### src/rtl/pla_pkg.sv
// Package for the polyline length accumulator: shared constants and types.
// No dependencies; every other file in rtl/ refers to it by scoped names.
package pla_pkg;

  // Fixed field widths of the channels.
  localparam int IN_COORD_W = 32;
  localparam int OUT_LEN_W  = 48;

  // Defaults for the top-level parameters.
  localparam int COORD_WIDTH_DEF = 32;
  localparam int ACC_WIDTH_DEF   = 48;

  // Entries in the queue between front and back.
  localparam int QUEUE_DEPTH = 2;

  // Control part of a job handed from front to back.
  typedef struct packed {
    logic has_seg;  // a previous point exists, so a segment is to be measured
    logic last;     // route ends with this point
  } pla_job_ctrl_t;

  // Back-end sequencer states.
  typedef enum logic [2:0] {
    BK_IDLE,
    BK_SQR,
    BK_SUM,
    BK_ROOT,
    BK_ACC
  } pla_bk_state_t;

endpackage

### src/rtl/pla_queue.sv
// Small register queue that decouples the front end from the back end.
// Depends on pla_pkg for its depth.
module pla_queue #(
  parameter int WIDTH = 8
) (
  input  logic             clk,
  input  logic             rst_n,
  input  logic             push,
  input  logic [WIDTH-1:0] push_data,
  output logic             full,
  input  logic             pop,
  output logic             not_empty,
  output logic [WIDTH-1:0] pop_data
);

  localparam int DEPTH = pla_pkg::QUEUE_DEPTH;
  localparam int PW    = (DEPTH > 1) ? $clog2(DEPTH) : 1;
  localparam int CW    = $clog2(DEPTH + 1);

  logic [WIDTH-1:0] mem_r [DEPTH];
  logic [PW-1:0]    wr_ptr_r, wr_ptr_nxt;
  logic [PW-1:0]    rd_ptr_r, rd_ptr_nxt;
  logic [CW-1:0]    cnt_r, cnt_nxt;
  logic             do_push, do_pop;

  assign full      = (cnt_r == CW'(DEPTH));
  assign not_empty = (cnt_r != '0);
  assign pop_data  = mem_r[rd_ptr_r];
  assign do_push   = push && !full;
  assign do_pop    = pop && not_empty;

  always_comb begin
    wr_ptr_nxt = wr_ptr_r;
    rd_ptr_nxt = rd_ptr_r;
    cnt_nxt    = cnt_r;
    if (do_push) begin
      wr_ptr_nxt = (wr_ptr_r == PW'(DEPTH - 1)) ? '0 : wr_ptr_r + 1'b1;
    end
    if (do_pop) begin
      rd_ptr_nxt = (rd_ptr_r == PW'(DEPTH - 1)) ? '0 : rd_ptr_r + 1'b1;
    end
    if (do_push && !do_pop) begin
      cnt_nxt = cnt_r + 1'b1;
    end else if (do_pop && !do_push) begin
      cnt_nxt = cnt_r - 1'b1;
    end
  end

  always_ff @(posedge clk) begin
    if (!rst_n) begin
      wr_ptr_r <= '0;
      rd_ptr_r <= '0;
      cnt_r    <= '0;
    end else begin
      wr_ptr_r <= wr_ptr_nxt;
      rd_ptr_r <= rd_ptr_nxt;
      cnt_r    <= cnt_nxt;
    end
  end

  always_ff @(posedge clk) begin
    if (do_push) begin
      mem_r[wr_ptr_r] <= push_data;
    end
  end

endmodule

### config.mk
export PLATFORM = sky130hd
export DESIGN_NAME = pla_queue
export DESIGN_NICKNAME = d
export VERILOG_FILES = /design/src/rtl/pla_pkg.sv /design/src/rtl/pla_queue.sv
export SDC_FILE = /design/constraint.sdc
export NUM_CORES = 1
export LEC_CHECK = 0
export ABC_AREA = 1
export BUFFER_PORTS_ARGS = -buffer_cell sky130_fd_sc_hd__buf_4
export CELL_PAD_IN_SITES_DETAIL_PLACEMENT = 0
export CELL_PAD_IN_SITES_GLOBAL_PLACEMENT = 1
export CORE_AREA = 2 2 48 50
export CTS_CLUSTER_SIZE = 8
export DETAILED_ROUTE_END_ITERATION = 10
export DIE_AREA = 0 0 50 52
export PLACE_DENSITY_LB_ADDON = 0.2
export SYNTH_ARGS = -nofsm -noshare
export SYNTH_HDL_FRONTEND = slang
export SYNTH_SLANG_ARGS = --single-unit
### constraint.sdc
create_clock -name clk -period 3.45 [get_ports clk]
set_clock_uncertainty 0.15 [all_clocks]
set_input_delay 0.69 -clock clk [delete_from_list [all_inputs] [get_ports clk]]
set_output_delay 0.69 -clock clk [all_outputs]
set_load 0.01 [all_outputs]
### Word-level counts from Yosys, hierarchy flattened

Memory sizes are Yosys's and may differ from the RTL's. A register that Yosys moved wholly into a read port is not among the register bits.
Cells that the tools add are included.

* register bits after elaboration: 4
* bits in latches: 0
* RAM bits: 16
* bits in read-only memories: 0
* input bits: 12
* output and inout port bits: 10
* logic and storage cells: 26
* memories kept: 1

* $add $sub $neg: 4
* $mul: 0
* divide/modulo/power cells: 0
* $lt $le $gt $ge: 0
* eq/ne operators: 1
* shifts and indexed selects: 0
* muxes and demuxes: 8
* bitwise gates (word level): 0
* reductions and logical operators: 9

Memory list
* mem_r: depth 2, width 8, read ports 1, clocked after memory_dff 1, wr ports 1, line pla_queue.sv:20 `logic [WIDTH-1:0] mem_r [DEPTH];`

Operators with widths (count)
* 1-bit 2-to-1 mux: 6
* 1-bit logical AND: 4
* 2-bit 2-to-1 mux: 2
* 2-bit nonzero test: 2
* 1-bit zero test: 3
* 1-bit adder (second input constant): 2
* 2-bit by 1-bit adder with 2-bit output (second input constant): 1
* 2-bit equality test (second input constant): 1
* 2-bit by 1-bit subtractor with 2-bit output (second input constant): 1

### Logic depth before layout (Yosys ltp)

* depth after elaboration: 7
* mapped depth: 10
* depth with buffers taken out: 10

### Worst setup path before layout

No wires, ideal clock.

* path type: reg-to-output
* start: register (tool-made name)
* end: output pop_data[0]
* data arrival time: 0.823 ns
* required time: 2.610 ns
* path slack: 1.787 ns
* stages on the path, launching flop included: 3
* path buffers: 1
* cells stage by stage: dfxtp_1 -> buf_2 -> mux2_2

RTL lines
* to (decl): line pla_queue.sv:13 `output logic [WIDTH-1:0] pop_data`

==> results.yml <==
outcome:
  outcome: "complete, no violations"
worst_hold_path:
  hp-class: "reg2reg"
  hold_start: "rd_ptr_r"
clocking:
  clk_latency_ns: 0.30
  clock-root-buffer: "clkbuf_4"
  clkSinkCount: 21
  numCtsBuffers: 3
  cts_setup_buffers: 0
  htreeDepth: 1
  clk_pin_slew_ns: 0.12
  holdBufCountCts: 0
  cts_tree: "yes"
  ctsLongestPathBuffers: 2
  cts_resized: 0
final_layout:
  multiInputGateArea_um2: 209.0
  regArea_um2: 580.6
  diodes: 0
  final_nets: 100
  utilization_pct: 49.38
  syn_to_final_growth_pct: 26.10
  fill_cells: 203
  drive_gt1_share_pct: 43.02
global_routing:
  grt_max_degree: 13
  grt_overflow_total: 0
  grt_pass1_vias: 455
  grt_pass1_wl_um: 1980
  antenna_found_initial: 0
  gr-usage-all-layers_pct: 11.03
detailed_routing:
  vias_per_cell: 4.456
  drtPass1Iterations: 4
  drtIter0Drc: 3
  antenna_left: 0
  finalWirelength_um: 1228
  vias: 508
  wl_per_cell_um: 10.77
  drc: 0
placed_design:
  portBuffers: 21
  pre_cts_ws_ns: 1.511
  hpwl_um: 901
  globalplace.congestion: 0.7513
power_and_ir_drop:
  p_switching_mw: 0.2149
  internal-power_mw: 0.4813
  power.total_mw: 0.6961
  pwr-share-seq_pct: 51.0
  p_per_area_nw_per_um2: 669.5
  power_leakage_nw: 0.4280
  switching_share_pct: 30.87
  pwr-share-clk_pct: 16.5
  peakVddDrop_uv: 384.6
  power_frac_comb_pct: 32.5
die:
  die_h_um: 52
  row_count: 17
  die_w_um: 50
  initial_core_util_pct: 39.16
  design.core.area_um2: 2106
  die_area_um2: 2600
  num_io_pins: 22
timing:
  worst_pin_slew_ns: 0.6894
  finalCriticalPeriod_ns: 2.233
  finalCritPeriodShare_pct: 64.72
  hold_viol_final: 0
  maxSlewViolCount: 0
  fmax_ghz: 0.4479
  setup_tns_ns: 0
  finalSetupViolCount: 0
  max_slew_margin_pct: 53.87
  final.setup.worst_slack_ns: 1.217
  grt_setup_unrepaired: "no"
setup_path:
  cp.arrival_ns: 1.39
  start_kind: "register"
  rr_startpoint: "cnt_r[0]"
  worstPathRequired_ns: 2.61
  criticalPathCategory: "reg2out"
  critPathMaxFanout: 8
  critPathCaptureType: "output port"
synthesis:
  syn_inst: 62
  synth_seq_cells: 21
  yosys.area.top_type_share_pct: 58.27
  netlist_top_cells_area: "edfxtp_1, dfxtp_1, mux2_2"
  synth_warnings: 0
  synth_top_area_cell: "edfxtp_1"
  netlist_area_um2: 824.5
  synth.avg_cell_area_um2: 13.30
  seq_area_frac_synth_pct: 70.41
  synth_cell_types: 16
  synth_fp_nets: 75
job:
  maxCapViolCount: 0
synthesized netlist by cell type:
| cell | number |
|---|---|
| a21oi_1 | 1 |
| buf_2 | 1 |
| dfxtp_1 | 5 |
| edfxtp_1 | 16 |
| ha_1 | 1 |
| inv_1 | 7 |
| inv_2 | 1 |
| mux2_2 | 8 |
| nand2_1 | 6 |
| nand2_2 | 1 |
| nand3_1 | 1 |
| nand4_1 | 1 |
| nor2_1 | 9 |
| o21a_2 | 1 |
| o21ai_0 | 2 |
| o21ai_2 | 1 |
flip-flops by register name (all words and copies together), names as in the netlist, named ones only:
| register | cells |
|---|---|
| mem_r | 16 |
| wr_ptr_r | 1 |
| rd_ptr_r | 1 |
| cnt_r | 2 |
routing by layer:
metal | vias to the layer above | wire (um) | global-route usage, % | part of all wire (%)
li1 | 261 | - | - | -
met1 | 232 | 566 | 13.11 | 46
met2 | 13 | 586 | 16.67 | 48
met3 | 2 | 61 | 3.448 | 5.0
met4 | 0 | 13 | 8.333 | 1.1
met5 | - | 0 | 0 | 0
kinds of logic after synthesis:
logic type               Yosys count  synth area share [%]
AO/OA/AOI/OAI                      5                 3.945
adder cells (fa/ha/maj)            1                 1.517
buffers and inverters              9                 4.248
flip-flops                        21                 70.41
multiplexers                       8                 10.93
AND/OR/NAND/NOR                   18                 8.953
metrics by stage:
step	hold WS, ns	std cells	cell area, um2
2_1_floorplan	0.3150	62	824.5
3_3_place_gp	0.3280	110	1012
3_5_place_dp	0.3338	110	1012
4_1_cts	0.3618	114	1040
5_1_grt	0.3851	114	1040
6_report	0.3558	114	1040
cell type report:
class | instances | share of cell area (%)
flip-flops and latches | 21 | 55.84
multi-input cells | 32 | 20.10
repair buffers | 21 | 15.16
well taps | 28 | 3.369
inverters | 8 | 2.888
clock buffers | 3 | 2.166
clock inverters | 1 | 0.4813
worst paths after layout:
| kind | to | slack, ns | depth (start not counted) |
|---|---|---|---|
| max | pop_data[7] | 1.22 | 2 |
| min | register | 0.36 | 2 |
| max reg2reg | mem_r[1][5] | 1.78 | 2 |
| min reg2reg | register | 0.36 | 2 |
power groups by stage:
| stage | Clock (mW) | Sequential [mW] | Combinational, mW |
|---|---|---|---|
| after floorplan | 0 | 0.346 | 0.154 |
| after global placement | 0 | 0.360 | 0.229 |
| after detailed placement | 0 | 0.362 | 0.230 |
| after CTS | 0.120 | 0.356 | 0.231 |
| after global routing | 0.132 | 0.362 | 0.256 |
| final | 0.115 | 0.355 | 0.226 |
layout by cell type (no fill, tap or decap), types with 2 or more instances in the layout:
cell type / n
mux2_2: 8
inv_1: 7
edfxtp_1: 16
o21ai_0: 2
buf_4: 21
dfxtp_1: 5
nand2_1: 6
clkbuf_4: 3
nor2_1: 9
worst max-delay path, cell delays in order, from the launching register on:
cell	delay [ns]
dfxtp_1	0.56
mux2_2	0.39
buf_4	0.14
(Power assumes the default switching activity.)
