[src/rtl/pla_pkg.sv]
// Package for the polyline length accumulator: shared constants and types.
// No dependencies; every other file in rtl/ refers to it by scoped names.
package pla_pkg;

  // Fixed field widths of the channels.
  localparam int IN_COORD_W = 32;
  localparam int OUT_LEN_W  = 48;

  // Defaults for the top-level parameters.
  localparam int COORD_WIDTH_DEF = 32;
  localparam int ACC_WIDTH_DEF   = 48;

  // Entries in the queue between front and back.
  localparam int QUEUE_DEPTH = 2;

  // Control part of a job handed from front to back.
  typedef struct packed {
    logic has_seg;  // a previous point exists, so a segment is to be measured
    logic last;     // route ends with this point
  } pla_job_ctrl_t;

  // Back-end sequencer states.
  typedef enum logic [2:0] {
    BK_IDLE,
    BK_SQR,
    BK_SUM,
    BK_ROOT,
    BK_ACC
  } pla_bk_state_t;

endpackage

[src/rtl/pla_if.sv]


interface pla_out_if;
  logic                           valid;
  logic                           ready;
  logic [pla_pkg::OUT_LEN_W-1:0]  route_length;
  logic                           length_saturated;

  modport source (output valid, route_length, length_saturated, input ready);
  modport sink   (input valid, route_length, length_saturated, output ready);
endinterface

[src/rtl/pla_back.sv]
// Back end: square, sum, bit-serial integer root, saturating accumulate, result register.
// Depends on pla_pkg (state and job types) and pla_if (result channel).
module pla_back #(
  parameter int COORD_WIDTH = pla_pkg::COORD_WIDTH_DEF,
  parameter int ACC_WIDTH   = pla_pkg::ACC_WIDTH_DEF
) (
  input  logic                      clk,
  input  logic                      rst_n,
  input  logic                      q_not_empty,
  output logic                      q_pop,
  input  logic [COORD_WIDTH-1:0]    job_ax,
  input  logic [COORD_WIDTH-1:0]    job_ay,
  input  pla_pkg::pla_job_ctrl_t    job_ctrl,
  pla_out_if.source                 out_res
);

  localparam int W    = COORD_WIDTH;
  localparam int RW   = W + 1;            // root bits
  localparam int NW   = 2 * RW;           // radicand bits, padded to even
  localparam int CTW  = $clog2(RW + 1);
  localparam int LW   = pla_pkg::OUT_LEN_W;

  pla_pkg::pla_bk_state_t st_r, st_nxt;

  logic [W-1:0]           ax_r, ay_r;
  pla_pkg::pla_job_ctrl_t ctrl_r;
  logic [2*W-1:0]         sx_r, sy_r;
  logic [NW-1:0]          rad_r;
  logic [RW+1:0]          rem_r;
  logic [RW-1:0]          root_r;
  logic [CTW-1:0]         cnt_r;
  logic [ACC_WIDTH-1:0]   total_r;
  logic                   sat_r;
  logic                   out_valid_r;
  logic [LW-1:0]          out_len_r;
  logic                   out_sat_r;

  // Sequencer strobes.
  logic do_take, do_sqr, do_sum, do_step, do_acc, root_done, out_blocked;

  logic [RW+1:0]          rem_sh, trial;
  logic [ACC_WIDTH:0]     acc_sum;
  logic [ACC_WIDTH-1:0]   total_new;
  logic                   sat_new;
  logic [ACC_WIDTH+LW-1:0] total_wide;

  assign root_done   = (cnt_r == CTW'(RW - 1));
  assign out_blocked = out_valid_r && !out_res.ready;

  // Next state.
  always_comb begin
    st_nxt = st_r;
    unique case (st_r)
      pla_pkg::BK_IDLE: begin
        if (q_not_empty) begin
          st_nxt = job_ctrl.has_seg ? pla_pkg::BK_SQR : pla_pkg::BK_ACC;
        end
      end
      pla_pkg::BK_SQR:  st_nxt = pla_pkg::BK_SUM;
      pla_pkg::BK_SUM:  st_nxt = pla_pkg::BK_ROOT;
      pla_pkg::BK_ROOT: begin
        if (root_done) begin
          st_nxt = pla_pkg::BK_ACC;
        end
      end
      pla_pkg::BK_ACC: begin
        if (!(ctrl_r.last && out_blocked)) begin
          st_nxt = pla_pkg::BK_IDLE;
        end
      end
      default: st_nxt = pla_pkg::BK_IDLE;
    endcase
  end

  // Strobes.
  always_comb begin
    do_take = 1'b0;
    do_sqr  = 1'b0;
    do_sum  = 1'b0;
    do_step = 1'b0;
    do_acc  = 1'b0;
    unique case (st_r)
      pla_pkg::BK_IDLE: do_take = q_not_empty;
      pla_pkg::BK_SQR:  do_sqr  = 1'b1;
      pla_pkg::BK_SUM:  do_sum  = 1'b1;
      pla_pkg::BK_ROOT: do_step = 1'b1;
      pla_pkg::BK_ACC:  do_acc  = !(ctrl_r.last && out_blocked);
      default: ;
    endcase
  end

  assign q_pop = do_take;

  // One root digit per cycle: bring down two radicand bits, try 4r+1.
  assign rem_sh = {rem_r[RW-1:0], rad_r[NW-1 -: 2]};
  assign trial  = {root_r, 2'b01};

  // Saturating add of the segment length.
  assign acc_sum = {1'b0, total_r} + (ACC_WIDTH+1)'(root_r);
  always_comb begin
    total_new = total_r;
    sat_new   = sat_r;
    if (ctrl_r.has_seg) begin
      if (acc_sum[ACC_WIDTH]) begin
        total_new = '1;
        sat_new   = 1'b1;
      end else begin
        total_new = acc_sum[ACC_WIDTH-1:0];
      end
    end
  end

  // Keep the low result bits, zero-extending a narrow total.
  assign total_wide = {LW'(0), total_new};

  always_ff @(posedge clk) begin
    if (!rst_n) begin
      st_r        <= pla_pkg::BK_IDLE;
      total_r     <= '0;
      sat_r       <= 1'b0;
      out_valid_r <= 1'b0;
      cnt_r       <= '0;
    end else begin
      st_r <= st_nxt;
      // A new result may replace one that is taken at the same edge.
      if (do_acc && ctrl_r.last) begin
        out_valid_r <= 1'b1;
      end else if (out_valid_r && out_res.ready) begin
        out_valid_r <= 1'b0;
      end
      if (do_sum) begin
        cnt_r <= '0;
      end else if (do_step) begin
        cnt_r <= cnt_r + 1'b1;
      end
      if (do_acc) begin
        if (ctrl_r.last) begin
          total_r <= '0;
          sat_r   <= 1'b0;
        end else begin
          total_r <= total_new;
          sat_r   <= sat_new;
        end
      end
    end
  end

  always_ff @(posedge clk) begin
    if (do_take) begin
      ax_r   <= job_ax;
      ay_r   <= job_ay;
      ctrl_r <= job_ctrl;
    end
    if (do_sqr) begin
      sx_r <= (2*W)'(ax_r) * (2*W)'(ax_r);
      sy_r <= (2*W)'(ay_r) * (2*W)'(ay_r);
    end
    if (do_sum) begin
      rad_r  <= {1'b0, ({1'b0, sx_r} + {1'b0, sy_r})};
      rem_r  <= '0;
      root_r <= '0;
    end
    if (do_step) begin
      rad_r <= rad_r << 2;
      if (rem_sh >= trial) begin
        rem_r  <= rem_sh - trial;
        root_r <= {root_r[RW-2:0], 1'b1};
      end else begin
        rem_r  <= rem_sh;
        root_r <= {root_r[RW-2:0], 1'b0};
      end
    end
    if (do_acc && ctrl_r.last) begin
      out_len_r <= total_wide[LW-1:0];
      out_sat_r <= sat_new;
    end
  end

  assign out_res.valid            = out_valid_r;
  assign out_res.route_length     = out_len_r;
  assign out_res.length_saturated = out_sat_r;

endmodule

[src/flat_wrapper.sv]
// flat-port wrapper written by rule: the top's interface ports become plain ports
module pla_back_flat 
#(
  parameter int COORD_WIDTH = pla_pkg::COORD_WIDTH_DEF,
  parameter int ACC_WIDTH   = pla_pkg::ACC_WIDTH_DEF
)
  (clk, rst_n, q_not_empty, q_pop, job_ax, job_ay, job_ctrl, out_res_valid, out_res_route_length, out_res_length_saturated, out_res_ready);
  pla_out_if out_res_i ();
  input  logic clk;
  input  logic rst_n;
  input  logic q_not_empty;
  output logic q_pop;
  input  logic [COORD_WIDTH-1:0] job_ax;
  input  logic [COORD_WIDTH-1:0] job_ay;
  input  pla_pkg::pla_job_ctrl_t job_ctrl;
  output wire logic [$bits(out_res_i.valid)-1:0] out_res_valid;
  output wire logic [$bits(out_res_i.route_length)-1:0] out_res_route_length;
  output wire logic [$bits(out_res_i.length_saturated)-1:0] out_res_length_saturated;
  input wire logic [$bits(out_res_i.ready)-1:0] out_res_ready;
  assign out_res_valid = out_res_i.valid;
  assign out_res_route_length = out_res_i.route_length;
  assign out_res_length_saturated = out_res_i.length_saturated;
  assign out_res_i.ready = out_res_ready;
  pla_back #(.COORD_WIDTH(COORD_WIDTH), .ACC_WIDTH(ACC_WIDTH)) u_core (.clk(clk), .rst_n(rst_n), .q_not_empty(q_not_empty), .q_pop(q_pop), .job_ax(job_ax), .job_ay(job_ay), .job_ctrl(job_ctrl), .out_res(out_res_i));
endmodule
[config.mk]
export PLATFORM = sky130hd
export DESIGN_NAME = pla_back_flat
export DESIGN_NICKNAME = d
export VERILOG_FILES = /design/src/rtl/pla_pkg.sv /design/src/rtl/pla_if.sv /design/src/rtl/pla_back.sv /design/src/flat_wrapper.sv
export SDC_FILE = /design/constraint.sdc
export NUM_CORES = 2
export LEC_CHECK = 0
export ABC_AREA = 1
export BUFFER_PORTS_ARGS = -buffer_cell sky130_fd_sc_hd__buf_4
export CAP_MARGIN = 20
export CELL_PAD_IN_SITES_DETAIL_PLACEMENT = 1
export CELL_PAD_IN_SITES_GLOBAL_PLACEMENT = 1
export CORE_ASPECT_RATIO = 1.5
export CORE_MARGIN = 2
export CORE_UTILIZATION = 55
export CTS_CLUSTER_DIAMETER = 200
export DETAILED_ROUTE_END_ITERATION = 8
export GPL_ROUTABILITY_DRIVEN = 0
export PLACE_DENSITY_LB_ADDON = 0.1
export SLEW_MARGIN = 40
export SYNTH_ARGS = -nofsm -noshare
export SYNTH_HDL_FRONTEND = slang
export SYNTH_SLANG_ARGS = --single-unit
[constraint.sdc]
create_clock -name clk -period 22 [get_ports clk]
set_input_delay 1.1 -clock clk [delete_from_list [all_inputs] [get_ports clk]]
set_output_delay 1.1 -clock clk [all_outputs]
set_load 0.03 [all_outputs]
==> Word level (Yosys, flattened, before mapping) <==
Index checks and enable logic that the tools add are counted.
{ "totals": {"regBits": 434, "latchBits": 0, "ramBits": 0, "mem_bits_ro": 0, "inputBits": 70, "output_inout_bits": 51, "word_cells": 70, "mem_count": 0} }
{ "classes": {"n_addsub": 4, "mul": 2, "div": 0, "magnitude_cmp": 1, "n_eq_ne": 8, "shift": 0, "n_mux": 26, "n_bitwise": 1, "reduce_logical": 11} }
{ "op_table": {"columns": ["operator", "n"], "rows": [
  ["two-way mux 33 bit", 5],
  ["two-way mux 48 bit", 3],
  ["two-way mux 66 bit", 2],
  ["multiplier 32 x 32 -> 64 bit", 2],
  ["adder 64 x 64 -> 65 bit", 1],
  ["adder 48 x 33 -> 49 bit", 1],
  ["greater-or-equal comparator 35 bit", 1],
  ["subtractor 33 bit", 1],
  ["case mux 3 bit (5 select lines)", 1],
  ["two-way mux 3 bit", 4],
  ["two-way mux 1 bit", 11],
  ["adder 6 x 1 -> 6 bit, second input constant", 1],
  ["equality test 3 x 2 -> 1 bit, second input constant", 2],
  ["equality test 6 bit, second input constant", 1],
  ["logical AND 1 bit", 4],
  ["!= test 2 bit, second input constant", 2],
  ["nonzero test 2 bit", 2],
  ["equality test 3 x 1 -> 1 bit, second input constant", 1],
  ["equality test 3 bit, second input constant", 1],
  ["zero test 3 bit", 1],
  ["AND reduction 3 bit", 1],
  ["zero test 1 bit", 2],
  ["!= test 2 x 1 -> 1 bit, second input constant", 1],
  ["OR reduction 2 bit", 1],
  ["inverter 1 bit", 1]
]} }

==> Depth between registers and ports, before layout <==
{ "logic_depth": {"depth_word": 7, "mapped_depth": 32, "depth_no_buf": 30} }

==> Least setup slack after synthesis <==
No wires, ideal clock.
{ "synth_path": {"path_type": "register to register", "startpoint": "register u_core.ay_r[12]", "endpoint": "register u_core.sy_r[52], data pin", "t_arrival_ns": 6.641, "required_ns": 21.741, "setup_slack_ns": 15.100, "path_stages_with_launch": 28, "synth_period_minus_slack_ns": 6.900, "cell_sequence": "edfxtp_1 clkbuf_1 clkbuf_1 buf_1 nand2_1 fa_1 inv_1 fa_1 fa_1 inv_1 fa_1 inv_1 fa_1 inv_1 fa_1 inv_1 fa_1 fa_1 ha_1 nand2_1 inv_1 a21oi_1 a21boi_0 o21ai_0 nand2_1 nand3_1 a21oi_1 xnor2_1"} }
{ "synth_between": {"elab_chain_cells": 1} }
{ "synth_rtl": {"columns": ["item", "line", "rtl"], "rows": [
  ["start: declaration", "pla_back.sv:25", "logic [W-1:0] ax_r, ay_r;"],
  ["start signal: assignment", "pla_back.sv:151", "ay_r <= job_ay;"],
  ["multiplier 32 x 32 -> 64 bit", "pla_back.sv:156", "sy_r <= (2*W)'(ay_r) * (2*W)'(ay_r);"],
  ["end signal: assignment", "pla_back.sv:156", null],
  ["end: declaration", "pla_back.sv:27", "logic [2*W-1:0] sx_r, sy_r;"]
]} }
No other way between the ends.
A chain may end at the register's enable or synchronous reset.

==> Worst setup path in the final report <==
{ "layout_path": {"startpoint": "register u_core.ay_r[22]", "endpoint": "register u_core.sy_r[60], data pin"} }
Same word-level chain as after synthesis.

==> insert_results.sql <==
INSERT INTO impl_metrics (metric_group, metric, value, unit) VALUES
('logic_synthesis', 'synth_area_leader_cell', 'sky130_fd_sc_hd__fa_1', ''),
('die', 'initial_utilization', '55.49', '%'),
('logic_synthesis', 'mappedNetlistArea', '0.08614', 'mm2'),
('sta', 'setup_viol', '0', ''),
('clocking', 'tritoncts', 'yes', ''),
('placed_design', 'post_dp_cell_area', '0.08920', 'mm2'),
('clocking', 'cts_resized', '0', ''),
('global_route', 'pin_count_of_the_biggest_net_entering_global_routing', '86', ''),
('logic_synthesis', 'syn-num-nets', '12799', ''),
('logic_synthesis', 'number_of_distinct_standard_cells_referenced_by_the_synthesized_netlist', '56', ''),
('logic_synthesis', 'post_synthesis_cells', '10414', ''),
('detailed_routing', 'drc_violations_left', '0', ''),
('critical_path', 'worst_ep_arrival_time', '8.54', 'ns'),
('clocking', 'htree_levels', '2', ''),
('sta', 'slew_headroom', '46.42', '%'),
('detailed_routing', 'drtAntennaViolNets', '0', ''),
('global_route', 'grt_pass1_vias', '82040', ''),
('sta', 'final.period_utilization', '36.85', '%'),
('global_route', 'grt_pass1_wl', '438200', 'um'),
('logic_synthesis', 'ys_dominant_reg_cell', 'sky130_fd_sc_hd__edfxtp_1', ''),
('critical_path', 'crit_path_max_fanout', '33', ''),
('logic_synthesis', 'synth-seq-cells', '432', ''),
('run_status', 'outcome', 'complete, no violations', ''),
('global_route', 'track_usage', '35.61', '%'),
('placed_design', 'hpwl_after_dpl', '229500', 'um'),
('global_route', 'met3_usage', '4.555', '%'),
('global_route', 'grtUsageMet2', '67.93', '%'),
('sta', 'final-hold-violation-count', '0', ''),
('die', 'dieHeight', '488.7', 'um'),
('die', 'io_pins', '121', ''),
('detailed_routing', 'postRouteWirelength', '277900', 'um'),
('placed_design', 'place.port_buffers', '120', ''),
('clocking', 'cts.sink_count', '432', ''),
('logic_synthesis', 'synth.area.top_cells', 'sky130_fd_sc_hd__fa_1 37%, sky130_fd_sc_hd__inv_1 13%, sky130_fd_sc_hd__edfxtp_1 13%', ''),
('logic_synthesis', 'synth_commonest_cells', '2978 x sky130_fd_sc_hd__inv_1, 2160 x sky130_fd_sc_hd__nand2_1, 1586 x sky130_fd_sc_hd__fa_1', ''),
('detailed_routing', 'vias', '69090', ''),
('finish', 'flow.area_growth_from_synthesis', '5.666', '%'),
('clocking', 'post_cts.repair.setup_buffers', '0', ''),
('detailed_routing', 'via_per_inst', '5.525', ''),
('die', 'floorplan.die.width', '327.1', 'um'),
('sta', 'timing.clock.skew', '0.04846', 'ns'),
('global_route', 'grt.overflow.total', '0', ''),
('critical_path', 'end_kind', 'flop', ''),
('global_route', 'top_usage_layer', 'met2', ''),
('sta', 'timing_max_transition_violations_final', '0', ''),
('clocking', 'cts_max_path_buffers', '3', ''),
('global_route', 'global_route.usage.met1', '35.91', '%'),
('sta', 'tightest_slew', '0.8038', 'ns'),
('global_route', 'antenna_found_initial', '5', ''),
('finish', 'post_route_standard_cell_area_excluding_fillers', '0.09102', 'mm2'),
('logic_synthesis', 'yosys_warnings', '0', ''),
('detailed_routing', 'post_drt_wl_per_cell', '22.22', 'um'),
('placed_design', 'placed_cells_incl_taps', '12410', ''),
('clocking', 'clkTransAtPathRegs', '0.07', 'ns'),
('finish', 'final_cells', '12506', ''),
('critical_path', 'worstSetupStartpointType', 'flop', ''),
('clocking', 'cts_hold_buf', '0', ''),
('hold_path', 'hold_path_class', 'reg2reg', ''),
('finish', 'net_count_reported_at_finish', '12789', ''),
('die', 'dieArea', '0.1599', 'mm2'),
('sta', 'hold_ws', '0.4890', 'ns'),
('sta', 'fin_crit', '8.106', 'ns'),
('clocking', 'worst_skew_pair.late_latency', '0.72', 'ns'),
('logic_synthesis', 'number_of_enable_type_register_cells_in_the_synthesized_netlist', '371', ''),
('logic_synthesis', 'async_flop_share', '0', '%'),
('logic_synthesis', 'synth_seq_area_share', '14.35', '%'),
('logic_synthesis', 'yosys.cell_count.top_type', 'sky130_fd_sc_hd__inv_1', ''),
('die', 'coreArea', '0.1552', 'mm2'),
('sta', 'rsz_0062_raised_after_global_routing', 'false', ''),
('finish', 'drive_above_1_share', '3.954', '%'),
('clocking', 'cts_root_buf', 'sky130_fd_sc_hd__clkbuf_16', ''),
('die', 'rows', '177', ''),
('run', 'cap_violations', '0', ''),
('detailed_routing', 'first_iter_violations', '3188', ''),
('sta', 'max_freq', '123.4', 'MHz'),
('clocking', 'cts_inserted_buffers', '50', ''),
('critical_path', 'ws_path_type', 'reg2reg', ''),
('detailed_routing', 'drtPass1Iterations', '5', ''),
('logic_synthesis', 'synth.avg_cell_area', '8.272', 'um2'),
('logic_synthesis', 'synth_top_area_share', '36.86', '%'),
('sta', 'totalNegativeSetupSlack', '0', 'ns'),
('critical_path', 'worst_ep_required_time', '22.43', 'ns');
[cells in the final DEF (no fill, tap or decap), types with 61 or more instances in the layout]
cell,synthesis,final
sky130_fd_sc_hd__xnor2_1,70,70
sky130_fd_sc_hd__edfxtp_1,371,371
sky130_fd_sc_hd__nor2_1,639,632
sky130_fd_sc_hd__fa_1,1586,1586
sky130_fd_sc_hd__buf_4,1,195
sky130_fd_sc_hd__nand3_1,235,235
sky130_fd_sc_hd__o21bai_1,71,71
sky130_fd_sc_hd__dfxtp_1,61,61
sky130_fd_sc_hd__a21oi_1,393,393
sky130_fd_sc_hd__o21ai_0,237,236
sky130_fd_sc_hd__ha_1,729,729
sky130_fd_sc_hd__nand2_1,2160,2159
sky130_fd_sc_hd__inv_1,2978,2978
sky130_fd_sc_hd__xor2_1,183,183
[cell type report]
class,instances,area [um2]
clock inverters,42,540.5
flip-flops and latches,432,12360
well taps,2058,2575
repair buffers,200,1520
clock buffers,52,1259
fillers,18863,64220
inverters,2981,11190
diodes,2,5.005
multi-input cells,6739,61570
[flip-flops by register name, summed over array words and instances (netlist names)]
signal / cells
u_core.ax_r: 32
u_core.ay_r: 32
u_core.cnt_r: 6
u_core.ctrl_r: 2
u_core.out_res.length_saturated: 1
u_core.out_res.route_length: 48
u_core.out_res.valid: 1
u_core.rad_r: 66
u_core.rem_r: 33
u_core.root_r: 33
u_core.sat_r: 1
u_core.st_r: 3
u_core.sx_r: 63
u_core.sy_r: 63
u_core.total_r: 48
[critical path: stages (launching register included)]
cell	delay, ns
sky130_fd_sc_hd__edfxtp_1	0.32
sky130_fd_sc_hd__buf_4	0.52
sky130_fd_sc_hd__nand2_1	0.33
sky130_fd_sc_hd__xor2_1	0.25
sky130_fd_sc_hd__ha_1	0.20
sky130_fd_sc_hd__o21bai_1	0.19
sky130_fd_sc_hd__fa_1	0.53
sky130_fd_sc_hd__fa_1	0.58
sky130_fd_sc_hd__inv_1	0.08
sky130_fd_sc_hd__fa_1	0.54
sky130_fd_sc_hd__inv_1	0.06
sky130_fd_sc_hd__fa_1	0.48
sky130_fd_sc_hd__fa_1	0.60
sky130_fd_sc_hd__fa_1	0.47
sky130_fd_sc_hd__fa_1	0.49
sky130_fd_sc_hd__ha_1	0.45
sky130_fd_sc_hd__nand2_1	0.15
sky130_fd_sc_hd__o21ai_0	0.55
sky130_fd_sc_hd__nor2_1	0.15
sky130_fd_sc_hd__o21ai_0	0.22
sky130_fd_sc_hd__nand2_1	0.09
sky130_fd_sc_hd__nand3_1	0.24
sky130_fd_sc_hd__a21oi_1	0.15
sky130_fd_sc_hd__xnor2_1	0.15
[cell families (layout without fill, tap and decap cells)]
logic type | Yosys count | in the layout | share of synthesized area [%]
DFF | 432 | 432 | 14.35
AOI/OAI and AO/OA | 886 | 886 | 5.858
adders and majority gates | 2315 | 2315 | 47.45
and+or+nand+nor | 3285 | 3285 | 15.52
buffers and inverters | 3243 | 3275 | 14.25
other | 0 | 2 | 0
xor gates and xnor gates | 253 | 253 | 2.572
[routing by layer]
layer	wire length [um]	part of all wire (%)	vias to the layer above
li1	-	-	30674
met1	94060	34	35127
met3	11690	4.2	1174
met2	150900	54	2109
met5	43	0.015	-
met4	21170	7.6	6
[path summary, 6_finish.rpt]
kind,endpoint,slack (ns),cells past startpoint,startpoint
hold reg to reg,u_core.total_r[2],0.49,2,u_core.total_r[2]
setup reg to reg,u_core.sy_r[60],13.89,23,u_core.ay_r[22]
hold / removal,u_core.total_r[2],0.49,2,u_core.total_r[2]
setup / recovery,u_core.sy_r[60],13.89,23,u_core.ay_r[22]
[stage by stage]
| stage | setup slack [ns] | utilization [%] |
|---|---|---|
| floorplan | 15.10 | - |
| global placement | 14.37 | 57.45 |
| detailed placement | 14.19 | 57.46 |
| CTS | 14.09 | 58.61 |
| global route | 13.74 | 58.63 |
| finish | 13.89 | 58.63 |
Power is left out: the tool's default activity adds up to more than one toggle a clock period on the data nets, which glitch-free logic cannot reach.
