$ cat src/rtl/pla_pkg.sv
// Package for the polyline length accumulator: shared constants and types.
// No dependencies; every other file in rtl/ refers to it by scoped names.
package pla_pkg;

  // Fixed field widths of the channels.
  localparam int IN_COORD_W = 32;
  localparam int OUT_LEN_W  = 48;

  // Defaults for the top-level parameters.
  localparam int COORD_WIDTH_DEF = 32;
  localparam int ACC_WIDTH_DEF   = 48;

  // Entries in the queue between front and back.
  localparam int QUEUE_DEPTH = 2;

  // Control part of a job handed from front to back.
  typedef struct packed {
    logic has_seg;  // a previous point exists, so a segment is to be measured
    logic last;     // route ends with this point
  } pla_job_ctrl_t;

  // Back-end sequencer states.
  typedef enum logic [2:0] {
    BK_IDLE,
    BK_SQR,
    BK_SUM,
    BK_ROOT,
    BK_ACC
  } pla_bk_state_t;

endpackage

$ cat src/rtl/pla_if.sv
// Valid/ready channel interfaces for route points and route results.
// Depends on pla_pkg for the field widths.
interface pla_in_if;
  logic                               valid;
  logic                               ready;
  logic signed [pla_pkg::IN_COORD_W-1:0] longitude;
  logic signed [pla_pkg::IN_COORD_W-1:0] latitude;
  logic                               last_point;

  modport source (output valid, longitude, latitude, last_point, input ready);
  modport sink   (input valid, longitude, latitude, last_point, output ready);
endinterface


$ cat src/rtl/pla_front.sv
// Front end: accept route points, hold the previous point, form |dx| and |dy|.
// Depends on pla_pkg (job control type) and pla_if (input channel).
module pla_front #(
  parameter int COORD_WIDTH = pla_pkg::COORD_WIDTH_DEF
) (
  input  logic                      clk,
  input  logic                      rst_n,
  pla_in_if.sink                    in_pt,
  input  logic                      q_full,
  output logic                      q_push,
  output logic [COORD_WIDTH-1:0]    job_ax,
  output logic [COORD_WIDTH-1:0]    job_ay,
  output pla_pkg::pla_job_ctrl_t    job_ctrl
);

  localparam int W = COORD_WIDTH;

  logic signed [W-1:0] prev_x_r, prev_y_r;
  logic                have_prev_r, have_prev_nxt;
  logic signed [W-1:0] cur_x, cur_y;
  logic signed [W:0]   dx, dy;
  logic [W:0]          mag_x, mag_y;
  logic                accept;

  assign in_pt.ready = !q_full;
  assign accept      = in_pt.valid && !q_full;
  assign q_push      = accept;

  // Only the low COORD_WIDTH bits count, as a two's complement value.
  assign cur_x = in_pt.longitude[W-1:0];
  assign cur_y = in_pt.latitude[W-1:0];

  assign dx    = {cur_x[W-1], cur_x} - {prev_x_r[W-1], prev_x_r};
  assign dy    = {cur_y[W-1], cur_y} - {prev_y_r[W-1], prev_y_r};
  assign mag_x = dx[W] ? (W+1)'(-dx) : dx;
  assign mag_y = dy[W] ? (W+1)'(-dy) : dy;

  // A difference of two W-bit values has a magnitude below 2^W.
  assign job_ax           = mag_x[W-1:0];
  assign job_ay           = mag_y[W-1:0];
  assign job_ctrl.has_seg = have_prev_r;
  assign job_ctrl.last    = in_pt.last_point;

  always_comb begin
    have_prev_nxt = have_prev_r;
    if (accept) begin
      have_prev_nxt = !in_pt.last_point;
    end
  end

  always_ff @(posedge clk) begin
    if (!rst_n) begin
      have_prev_r <= 1'b0;
    end else begin
      have_prev_r <= have_prev_nxt;
    end
  end

  always_ff @(posedge clk) begin
    if (accept) begin
      prev_x_r <= cur_x;
      prev_y_r <= cur_y;
    end
  end

endmodule

$ cat src/flat_wrapper.sv
// flat-port wrapper written by rule: the top's interface ports become plain ports
module pla_front_flat 
#(
  parameter int COORD_WIDTH = pla_pkg::COORD_WIDTH_DEF
)
  (clk, rst_n, q_full, q_push, job_ax, job_ay, job_ctrl, in_pt_valid, in_pt_longitude, in_pt_latitude, in_pt_last_point, in_pt_ready);
  pla_in_if in_pt_i ();
  input  logic clk;
  input  logic rst_n;
  input  logic q_full;
  output logic q_push;
  output logic [COORD_WIDTH-1:0] job_ax;
  output logic [COORD_WIDTH-1:0] job_ay;
  output pla_pkg::pla_job_ctrl_t job_ctrl;
  input wire logic [$bits(in_pt_i.valid)-1:0] in_pt_valid;
  input wire logic [$bits(in_pt_i.longitude)-1:0] in_pt_longitude;
  input wire logic [$bits(in_pt_i.latitude)-1:0] in_pt_latitude;
  input wire logic [$bits(in_pt_i.last_point)-1:0] in_pt_last_point;
  output wire logic [$bits(in_pt_i.ready)-1:0] in_pt_ready;
  assign in_pt_i.valid = in_pt_valid;
  assign in_pt_i.longitude = in_pt_longitude;
  assign in_pt_i.latitude = in_pt_latitude;
  assign in_pt_i.last_point = in_pt_last_point;
  assign in_pt_ready = in_pt_i.ready;
  pla_front #(.COORD_WIDTH(COORD_WIDTH)) u_core (.clk(clk), .rst_n(rst_n), .in_pt(in_pt_i), .q_full(q_full), .q_push(q_push), .job_ax(job_ax), .job_ay(job_ay), .job_ctrl(job_ctrl));
endmodule
$ cat config.mk
export PLATFORM = sky130hd
export DESIGN_NAME = pla_front_flat
export DESIGN_NICKNAME = d
export VERILOG_FILES = /design/src/rtl/pla_pkg.sv /design/src/rtl/pla_if.sv /design/src/rtl/pla_front.sv /design/src/flat_wrapper.sv
export SDC_FILE = /design/constraint.sdc
export NUM_CORES = 1
export LEC_CHECK = 0
export BUFFER_PORTS_ARGS = -buffer_cell sky130_fd_sc_hd__clkbuf_2
export CAP_MARGIN = 20
export CELL_PAD_IN_SITES_DETAIL_PLACEMENT = 2
export CELL_PAD_IN_SITES_GLOBAL_PLACEMENT = 2
export CORE_AREA = 2 2 156 158
export DETAILED_ROUTE_END_ITERATION = 12
export DIE_AREA = 0 0 158 160
export GPL_TIMING_DRIVEN = 0
export HOLD_SLACK_MARGIN = 0.06
export PLACE_DENSITY_LB_ADDON = 0.1
export SETUP_SLACK_MARGIN = 0.05
export SYNTH_ARGS = -nofsm -noshare
export SYNTH_HDL_FRONTEND = slang
export SYNTH_SLANG_ARGS = --single-unit
export TNS_END_PERCENT = 1
$ cat constraint.sdc
create_clock -name clk -period 5.9 [get_ports clk]
set_input_delay 0.885 -clock clk [delete_from_list [all_inputs] [get_ports clk]]
set_output_delay 0.885 -clock clk [all_outputs]
set_load 0.1 [all_outputs]
Yosys cells after proc, flatten, opt, wreduce, memory -nomap -nowiden --
Index checks and enable logic that the tools add are counted.
Operators by class: divide/modulo/power cells 0, eq/ne operators 0, shifts and indexed selects 0, $lt $le $gt $ge 0, muxes and demuxes 2, $mul 0, add/subtract/negate cells 4, reductions and logical operators 3, bitwise gates (word level) 0
Operators with widths (number):
- subtractor 32 x 32 -> 33 bit | 2
- two-way mux 32 bit | 2
- negation 32 bit | 2
- logical NOT 1 bit | 2
- logical AND 1 bit | 1
Storage, ports and cells: latch bits 0, ROM bits 0, bits of input ports 69, memories 0, register bits after elaboration 65, word-level logic and storage cells 12, RAM bits 0, output and inout bits 68

Longest topological paths before layout --
Gate-level depths: netlist of run 1.
depth in word-level cells 3, gate-level depth with buffers 16, mapped depth without buffers 14

Worst setup path after synthesis of run 1 --
OpenSTA, ideal clock, no wires.
kind input-to-output, start point input port in_pt_latitude[0], end point output port job_ay[31], cell stages on the path 15, arrival 5754 ps, slack -739 ps, data required time 5015 ps, cells stage by stage inv_1 -> ha_1 -> inv_1 -> fa_1 -> a21o_1 -> a211o_1 -> buf_6 -> xor2_4 -> or4_4 -> or4_4 -> nor4_4 -> nand4_1 -> o41a_1 -> a311oi_1 -> xor2_1
On the way: word-level cells in the longest chain between the ends 3
RTL lines:
- start: declaration | RTL line flat_wrapper.sv:17 | input wire logic [$bits(in_pt_i.latitude)-1:0] in_pt_latitude;
- subtractor 32 x 32 -> 33 bit (*) | RTL line pla_front.sv:34 | assign dy = {cur_y[W-1], cur_y} - {prev_y_r[W-1], prev_y_r};
- negation 32 bit | RTL line pla_front.sv:36 | assign mag_y = dy[W] ? (W+1)'(-dy) : dy;
- two-way mux 32 bit (*) | RTL line pla_front.sv:36
- end: declaration | RTL line flat_wrapper.sv:13 | output logic [COORD_WIDTH-1:0] job_ay;
Mark *: on every way between the ends. The rest lies on a longest branch, timed or not.

Worst setup path in the final report of run 1 --
Ends and elaborated chain as after synthesis.

==> run summary, run 1 <==
The final weighted congestion of routability-driven global placement is 0.821, and the relative slew slack is 0.367. The floorplan step set the die width to 158 microns. The final critical path time including I/O delays and setup is 5.85 ns, and the endpoint arrival time on the critical path is 4.97 ns. The run gives 0 as the max-slew violation total from the final report. The tools report the kind of capture point of the worst setup path as a primary output.

In the final routed layout, each cell accounts on average for 18.5 microns. Maximum ir drop on the vdd rail: 0.000275 V. The most used flip-flop cell after synthesis is sky130_fd_sc_hd__edfxtp_1. The cell count of the worst reg-to-reg path was 1. The proportion of netlist area held by the largest area contributor came out at 0.242.

The mean cell area of the mapped netlist works out to 7.98 sq um. Sorting the synthesized cells by area gives the leading types as sky130_fd_sc_hd__edfxtp_1 24%, sky130_fd_sc_hd__ha_1 10%, sky130_fd_sc_hd__xnor2_1 6.6%, sky130_fd_sc_hd__a21oi_1 4.8%, sky130_fd_sc_hd__inv_1 4.2%. The run gives 0.334 as the initial core utilization. The worst hold path belongs to the class reg2reg. For this run, design rule violations remaining after detail routing come to 0.

By instance count, the cell type seen most on the critical path is sky130_fd_sc_hd__or4_4. Using the TritonRoute via totals, the vias-per-cell ratio works out to 5.46. Synthesis produced a netlist with a net count of 1134. In this run the deepest clock path goes through 2 buffers.

The number of antenna violations at the first check in global routing was 0; the peak per-stage delay on the critical path was 0.56 ns. On the final layout, the worst hold slack is 0.503 ns. Sequential fraction of design power: 0.148. The tools report the worst flop-to-flop path startpoint as u_core.have_prev_r$_SDFFE_PN0P_. For the placed instance count, the log shows 1459.

Buffer cell driving the clock tree root: sky130_fd_sc_hd__clkbuf_16. At the later pin of the worst-skew pair, clock insertion delay measures 0.34 ns. The run gives 0 as the count of inserted antenna diode cells. Synthesized instance count: 997.

The number of storage elements in the synthesis netlist is 65, and the clock transition at the registers of the reported paths is 0.06 ns. Walking the worst path, the cells encountered are buf_8, clkinv_4, ha_4, inv_2, fa_2, a21o_4, a211o_1, buf_6, xor2_4, or4_4, or4_4, nor4_4, nand4_1, o41a_1, a311oi_2, xor2_2, clkbuf_16. Summed over all nets, the switching power comes to 0.00228 W. The top-level I/O count is 137. The filler-free cell count of the finished design is 1482, and the filler cell count in the final layout is 2777.

The capturing element of the worst setup path is job_ay[31]. The number of cell rows was 57. Register area share after synthesis: 0.244. The share of flip-flops with an asynchronous set or reset works out to 0.

STA classifies the critical path startpoint as an input pin. The total number of vias was 8095; the fraction of power spent switching nets was 0.612. The run gives 65 as the clock net sink count. Power spread over the standard cell area amounts to 378 nW/um^2.

The share of post-route cells with drive strength above 1 came out at 0.201. Counting the buffers created by CTS gives 9. The logs give 27400 microns for the total routed wirelength and 0.413 for the post-layout utilization of the core.

At the worst endpoint, the required time is 5.02 ns. The logs give 1290 for the post-layout net count and 0 for the number of hold violations in the final report. The netlist uses 74 different library cells.

The startpoint of the worst setup timing path was in_pt_latitude[0]. Global routing usage summed across all routing layers: 0.216. The via count of the first global-routing pass is 8580. The flow ran to the end, and the final reports show no timing, DRC or antenna violations. The die covers 25300 sq um. The number of iterations in the first detailed-routing pass is 4. Summed over all nets, the half-perimeter wirelength after detailed placement is 21800 microns. Max-cap violations in this run came to 0.

The hold path depth is 1. The largest total area in the synthesized netlist belongs to sky130_fd_sc_hd__edfxtp_1. The tools report the global route total overflow as 0. Summing every instance area after synthesis gives 7950 sq um. The reg-to-reg setup timing slack was 5.28 ns; the largest clock skew in the final design was 0 ns. Along the worst path, the maximum fanout reaches 6.

The number of synthesized flops with an enable pin came out at 64. The warning count from the yosys run was 0; the standby leakage power was 4.15 nW. The number of I/O port buffers is 136. The setup path with the least slack is of type in2out. Buffers inserted to repair hold after CTS numbered 0. Setup violations remaining at the end of the flow were counted as 0.

The wire length of the first global-routing pass was 44200 microns. Once detail routing completed, the nets flagged for antenna violations numbered 0. The cell internal power dissipation came out at 0.00145 W. Number of DRC markers after the initial detailed-route iteration: 232.

TritonCTS built the clock tree. The die is 160 microns tall. The combinational fraction of design power was 0.713; the pin count of the biggest net entering global routing was 31.

For this design, the slowest cell found on the critical path is sky130_fd_sc_hd__or4_4. Core area: 23800 sq um. Setup repair after global routing could not meet its margin everywhere. The clock power share was 0.140. From synthesis to final layout, the design area changed by 23.8%. In this run the critical register-to-register path is captured at u_core.have_prev_r$_SDFFE_PN0P_. Maximum level of the CTS H-tree: 3. The part of the cycle the worst path needs works out to 0.992. The tools report the highest clock rate as 171 MHz. The actual transition at the worst max-transition pin is 0.938 ns.
==> cell families after synthesis <==
| group | share of synthesized area |
|---|---|
| compound gates | 0.254 |
| xor+xnor | 0.109 |
| fa+ha+maj | 0.109 |
| buf+inv | 0.0673 |
| flops | 0.244 |
| mux | 0.0107 |
| simple gates | 0.206 |
==> per-stage QoR <==
step	setup TNS, ns	total power, W	instance area (sq um)	worst slack [ns]
after global placement	-65.32	0.00303	9070	-2.03
final	0	0.00373	9850	0.0498
after floorplan	-12.86	0.00263	7980	-0.520
after global routing	-0.157	0.00391	9850	-0.143
after detailed placement	-23.68	0.00307	9110	-0.933
after CTS	-0.0393	0.00371	9660	-0.0393
==> sequential cells by signal (all words and copies together), names as in the netlist <==
name	cells
u_core.prev_x_r	32
u_core.prev_y_r	32
u_core.have_prev_r	1
==> power by group through the flow <==
stage	Clock, W	Combinational [W]	Sequential [W]
finish	0.000521	0.00266	0.000550
global route	0.000555	0.00280	0.000553
CTS	0.000541	0.00262	0.000550
detailed placement	0	0.00251	0.000560
global placement	0	0.00247	0.000562
floorplan	0	0.00207	0.000560
==> per-layer routing <==
metal  up-vias  share of wire  track usage
met4         0         0.0093       0.0389
met3        22          0.019       0.0206
met2       108           0.52        0.399
met5         -              0            0
li1       3982              -            -
met1      3983           0.46        0.271
==> layout by cell type, fill, tap and decap left out, types with 12 or more instances in the layout <==
cell type	synthesis	final
sky130_fd_sc_hd__a31oi_1	17	15
sky130_fd_sc_hd__o21ai_0	49	49
sky130_fd_sc_hd__o211ai_1	13	13
sky130_fd_sc_hd__xor2_1	36	34
sky130_fd_sc_hd__nand4_1	27	27
sky130_fd_sc_hd__nand2_1	88	88
sky130_fd_sc_hd__inv_1	90	88
sky130_fd_sc_hd__edfxtp_1	64	64
sky130_fd_sc_hd__buf_4	4	15
sky130_fd_sc_hd__o21a_1	18	18
sky130_fd_sc_hd__xnor2_1	60	58
sky130_fd_sc_hd__a21o_1	24	23
sky130_fd_sc_hd__nor2_1	66	65
sky130_fd_sc_hd__nor3_1	28	26
sky130_fd_sc_hd__and2_1	13	13
sky130_fd_sc_hd__clkbuf_4	0	29
sky130_fd_sc_hd__ha_1	66	65
sky130_fd_sc_hd__clkbuf_1	38	32
sky130_fd_sc_hd__or3_1	12	12
sky130_fd_sc_hd__clkbuf_2	0	95
sky130_fd_sc_hd__a21oi_1	76	68
sky130_fd_sc_hd__nand3_1	29	29
sky130_fd_sc_hd__a211oi_1	14	12
==> worst max-delay path, delay by kind of cell <==
kind | cells | cell delay, ns
buffers and inverters | 5 | 0.54
AO/OA/AOI/OAI | 4 | 1.26
adder cells (fa/ha/maj) | 2 | 0.48
XOR/XNOR | 2 | 0.35
AND/OR/NAND/NOR | 4 | 1.44
==> cell usage after synthesis (9+ instances only) <==
cell and count:
sky130_fd_sc_hd__o211ai_1 13, sky130_fd_sc_hd__or3_1 12, sky130_fd_sc_hd__a31oi_1 17, sky130_fd_sc_hd__xor2_1 36
sky130_fd_sc_hd__clkbuf_1 38, sky130_fd_sc_hd__o21a_1 18, sky130_fd_sc_hd__a211oi_1 14, sky130_fd_sc_hd__and3_1 9
sky130_fd_sc_hd__nor3_1 28, sky130_fd_sc_hd__xnor2_1 60, sky130_fd_sc_hd__nand4_1 27, sky130_fd_sc_hd__nand2_1 88
sky130_fd_sc_hd__a21oi_1 76, sky130_fd_sc_hd__inv_1 90, sky130_fd_sc_hd__o31ai_1 11, sky130_fd_sc_hd__a21o_1 24
sky130_fd_sc_hd__edfxtp_1 64, sky130_fd_sc_hd__nand3_1 29, sky130_fd_sc_hd__ha_1 66, sky130_fd_sc_hd__nor2_1 66
sky130_fd_sc_hd__o21ai_0 49, sky130_fd_sc_hd__and2_1 13
==> how the worst min path moves through the flow <==
stage | startpoint | to
after detailed placement | u_core.have_prev_r$_SDFFE_PN0P_ | u_core.have_prev_r$_SDFFE_PN0P_
after global placement | u_core.have_prev_r$_SDFFE_PN0P_ | u_core.have_prev_r$_SDFFE_PN0P_
after floorplan | u_core.have_prev_r$_SDFFE_PN0P_ | u_core.have_prev_r$_SDFFE_PN0P_
after CTS | u_core.have_prev_r$_SDFFE_PN0P_ | u_core.have_prev_r$_SDFFE_PN0P_
final | u_core.have_prev_r$_SDFFE_PN0P_ | u_core.have_prev_r$_SDFFE_PN0P_
after global routing | u_core.have_prev_r$_SDFFE_PN0P_ | u_core.have_prev_r$_SDFFE_PN0P_
==> cell type report <==
class / instances / area [sq um] / share of cell area
clock buffer: 10 / 229 / 0.0233
buffer: 43 / 194 / 0.0197
tap: 324 / 405 / 0.0412
timing repair buffer: 148 / 992 / 0.101
multi-input combinational: 796 / 5700 / 0.579
clock inverter: 6 / 36.3 / 0.00369
inverter: 90 / 343 / 0.0348
sequential: 65 / 1940 / 0.197
==> timing repair <==
item                                    CTS  global route
cloned                                    0             0
endpoints found under the setup margin   56            55
pin swaps                                 6            11
gates resized for setup                  70            52
buffers inserted                          3             7
Note: power is estimated with default switching activity, not from simulation.
==> run 2: changes to the inputs <==
--- a/config.mk
+++ b/config.mk
@@ -15,6 +15,7 @@
 export GPL_TIMING_DRIVEN = 0
 export HOLD_SLACK_MARGIN = 0.06
 export PLACE_DENSITY_LB_ADDON = 0.1
+export RECOVER_POWER = 50
 export SETUP_SLACK_MARGIN = 0.05
 export SYNTH_ARGS = -nofsm -noshare
 export SYNTH_HDL_FRONTEND = slang
==> run 2 against run 1 <==
Against the previous run:
- final cell count unchanged
- flip-flop and latch count did not move
- register-to-register slack barely moved
- wire length stayed put
- sequential share of layout area grew 0.063 points
- critical path type unchanged
- highest routed layer unchanged
- combinational power hardly changed
- non-clock buffer count did not move
==> run summary, run 2 (synthesis gave the netlist of run 1 again) <==
The worst min-delay path category was reg2reg. Initial core utilization: 0.334. The worst setup path is captured at a primary output.

The number of antenna violations at the first check in global routing was 0. The post-route worst setup slack was 0.0508 ns; the later-pin clock latency in the skew report was 0.34 ns. The highest clock rate was 171 MHz.

Setup repair after global routing could not meet its margin everywhere. In the routed layout, each cell is associated on average with a via count of 5.46. Entering global routing, the biggest net connects 31 pins. For this block, the via count after detailed routing is 8099. In the layout the commonest cells are 88 x sky130_fd_sc_hd__inv_1, 88 x sky130_fd_sc_hd__nand2_1, 70 x sky130_fd_sc_hd__clkbuf_2, 68 x sky130_fd_sc_hd__a21oi_1. By startpoint and endpoint, the worst setup path is classified as in2out. For the max-slew violation total from the final report, the log shows 0. Summed over all layers, the global routing overflow is 0.

The global routing usage summed across all routing layers came out at 0.216. The logs give 25300 sq um for the full die area and 233 for the number of DRC markers after the initial detailed-route iteration. For the count of endpoints failing setup in the final report, the log shows 0. The part of the cycle the worst path needs is 0.991, and the via count of the first global-routing pass is 8580.

For the pin with the worst max-slew slack, the measured transition is 0.934 ns. For the detailed placement HPWL, the log shows 21800 microns. The width of the die is 158 microns, and the share of post-route cells with drive strength above 1 is 0.180.

The filler-free cell count of the finished design is 1482. Across the VDD grid, the largest voltage drop is 0.000275 V. The tools report the relative slew slack as 0.369. The filler cell count in the final layout is 2787, and the reported max-cap violation count is 0. Clock-pin slew was measured on the worst setup and hold paths at 0.06 ns. Number of iterations in the first detailed-routing pass: 4. The logs give 1940 sq um for the total area of sequential cells and 5.02 ns for the required time of the critical path. The first global-routing pass estimated 44200 microns of wire. Port buffering added 136 buffers. The worst setup path is launched from an input pin. For this design, the sink count on the clock tree is 65. For the total routed wirelength, the log shows 27400 microns. Buffer cell driving the clock tree root: sky130_fd_sc_hd__clkbuf_16.

After routing, the total negative slack on setup checks comes to 0 ns. The run gives 57 as the number of cell rows. TritonCTS built the clock tree. For this design the static power due to leakage is 4.08 nW. The H-tree was split into 3 levels.

Counting along the longest clock path gives a buffer depth of 2. The number of hold buffers added after CTS was 0. The core area came out at 23800 sq um. Compared with the post-synthesis result, the final layout area differs by 23.4%. The run gives 5700 sq um as the footprint of the multi-input gates.

The final critical path time including I/O delays and setup was 5.85 ns. The largest registers in the layout are u_core.prev_x_r: 32 flops, u_core.prev_y_r: 32 flops, u_core.have_prev_r: 1 flops. Along the worst path, the maximum fanout reaches 6. The tools report the count of inserted antenna diode cells as 0. In the final routed layout, each cell accounts on average for 18.5 microns. The final weighted congestion of routability-driven global placement was 0.821; the final routed DRC violation total was 0.

In this run, CTS created clock tree buffers numbering 9. The number of hold violations in the final report is 0, and the placed instance count is 1459. The flow ran to the end, and the final reports show no timing, DRC or antenna violations. The tools report the placement-stage worst setup slack as -0.933 ns. At the end of the flow, the number of nets in the layout was 1290. The largest clock skew in the final design is 0 ns. The endpoint arrival time on the critical path is 4.96 ns, and the post-route antenna net violation count is 0.

The die is 160 microns tall. In this run the power density over the cells is 379 nW/um^2. The top-level I/O count is 137.
-- run 2: cell counts in the layout (fill, tap and decap cells not counted) --
No cell type changed its count.
-- run 2: worst max-delay path, cell delays in order --
cell                        delay, ns
sky130_fd_sc_hd__buf_8           0.10
sky130_fd_sc_hd__clkinv_4        0.04
sky130_fd_sc_hd__ha_4            0.11
sky130_fd_sc_hd__inv_2           0.04
sky130_fd_sc_hd__fa_2            0.37
sky130_fd_sc_hd__a21o_4          0.25
sky130_fd_sc_hd__a211o_1         0.30
sky130_fd_sc_hd__buf_6           0.14
sky130_fd_sc_hd__xor2_4          0.15
sky130_fd_sc_hd__or4_4           0.49
sky130_fd_sc_hd__or4_4           0.56
sky130_fd_sc_hd__nor4_4          0.20
sky130_fd_sc_hd__nand4_1         0.19
sky130_fd_sc_hd__o41a_1          0.37
sky130_fd_sc_hd__a311oi_2        0.34
sky130_fd_sc_hd__xor2_2          0.20
sky130_fd_sc_hd__clkbuf_16       0.22
-- run 2: final cells by class --
type,count,area share
clock inverter,6,0.00370
buffer,43,0.0198
clock buffer,10,0.0233
sequential,65,0.198
inverter,90,0.0349
multi-input combinational,796,0.581
timing repair buffer,148,0.0979
tap,324,0.0413
-- run 2: repair_timing --
action | 4_1_cts | 5_1_grt
setup buffers | 3 | 7
setup endpoints to repair | 56 | 55
pin swaps | 6 | 11
gates resized for setup | 70 | 52
-- run 2: per-stage QoR --
step | util | instance area, sq um | power, W | hold slack, ns
5_1_grt | 0.412 | 9810 | 0.00391 | 0.538
3_5_place_dp | 0.383 | 9110 | 0.00307 | 0.491
3_3_place_gp | 0.381 | 9070 | 0.00303 | 0.484
6_report | 0.412 | 9810 | 0.00372 | 0.502
2_1_floorplan | - | 7980 | 0.00263 | 0.473
4_1_cts | 0.405 | 9660 | 0.00371 | 0.506
-- run 2: worst paths after layout --
| check | slack (ns) | cells past startpoint | endpoint | from |
|---|---|---|---|---|
| max reg2reg | 5.28 | 1 | u_core.have_prev_r$_SDFFE_PN0P_ | u_core.have_prev_r$_SDFFE_PN0P_ |
| max | 0.05 | 17 | job_ay[31] | in_pt_latitude[0] |
| min reg2reg | 0.50 | 1 | u_core.have_prev_r$_SDFFE_PN0P_ | u_core.have_prev_r$_SDFFE_PN0P_ |
| min | 0.50 | 1 | u_core.have_prev_r$_SDFFE_PN0P_ | u_core.have_prev_r$_SDFFE_PN0P_ |
-- run 2: routing by layer --
metal / global-route usage / vias to the layer above / wire length, microns / share of wire
li1: - / 3980 / - / -
met1: 0.271 / 3987 / 12500 / 0.46
met2: 0.399 / 110 / 14100 / 0.52
met3: 0.0206 / 22 / 534 / 0.020
met4: 0.0389 / 0 / 260 / 0.0095
met5: 0 / - / 0 / 0
-- run 2: power breakdown --
part | internal [W] | total [W] | leakage, nW | switching, W
Clock | 0.000283 | 0.000519 | 0.132 | 0.000236
Combinational | 0.000619 | 0.00265 | 3.34 | 0.00203
Sequential | 0.000542 | 0.000550 | 0.609 | 0.00000820
Total | 0.00144 | 0.00372 | 4.08 | 0.00228
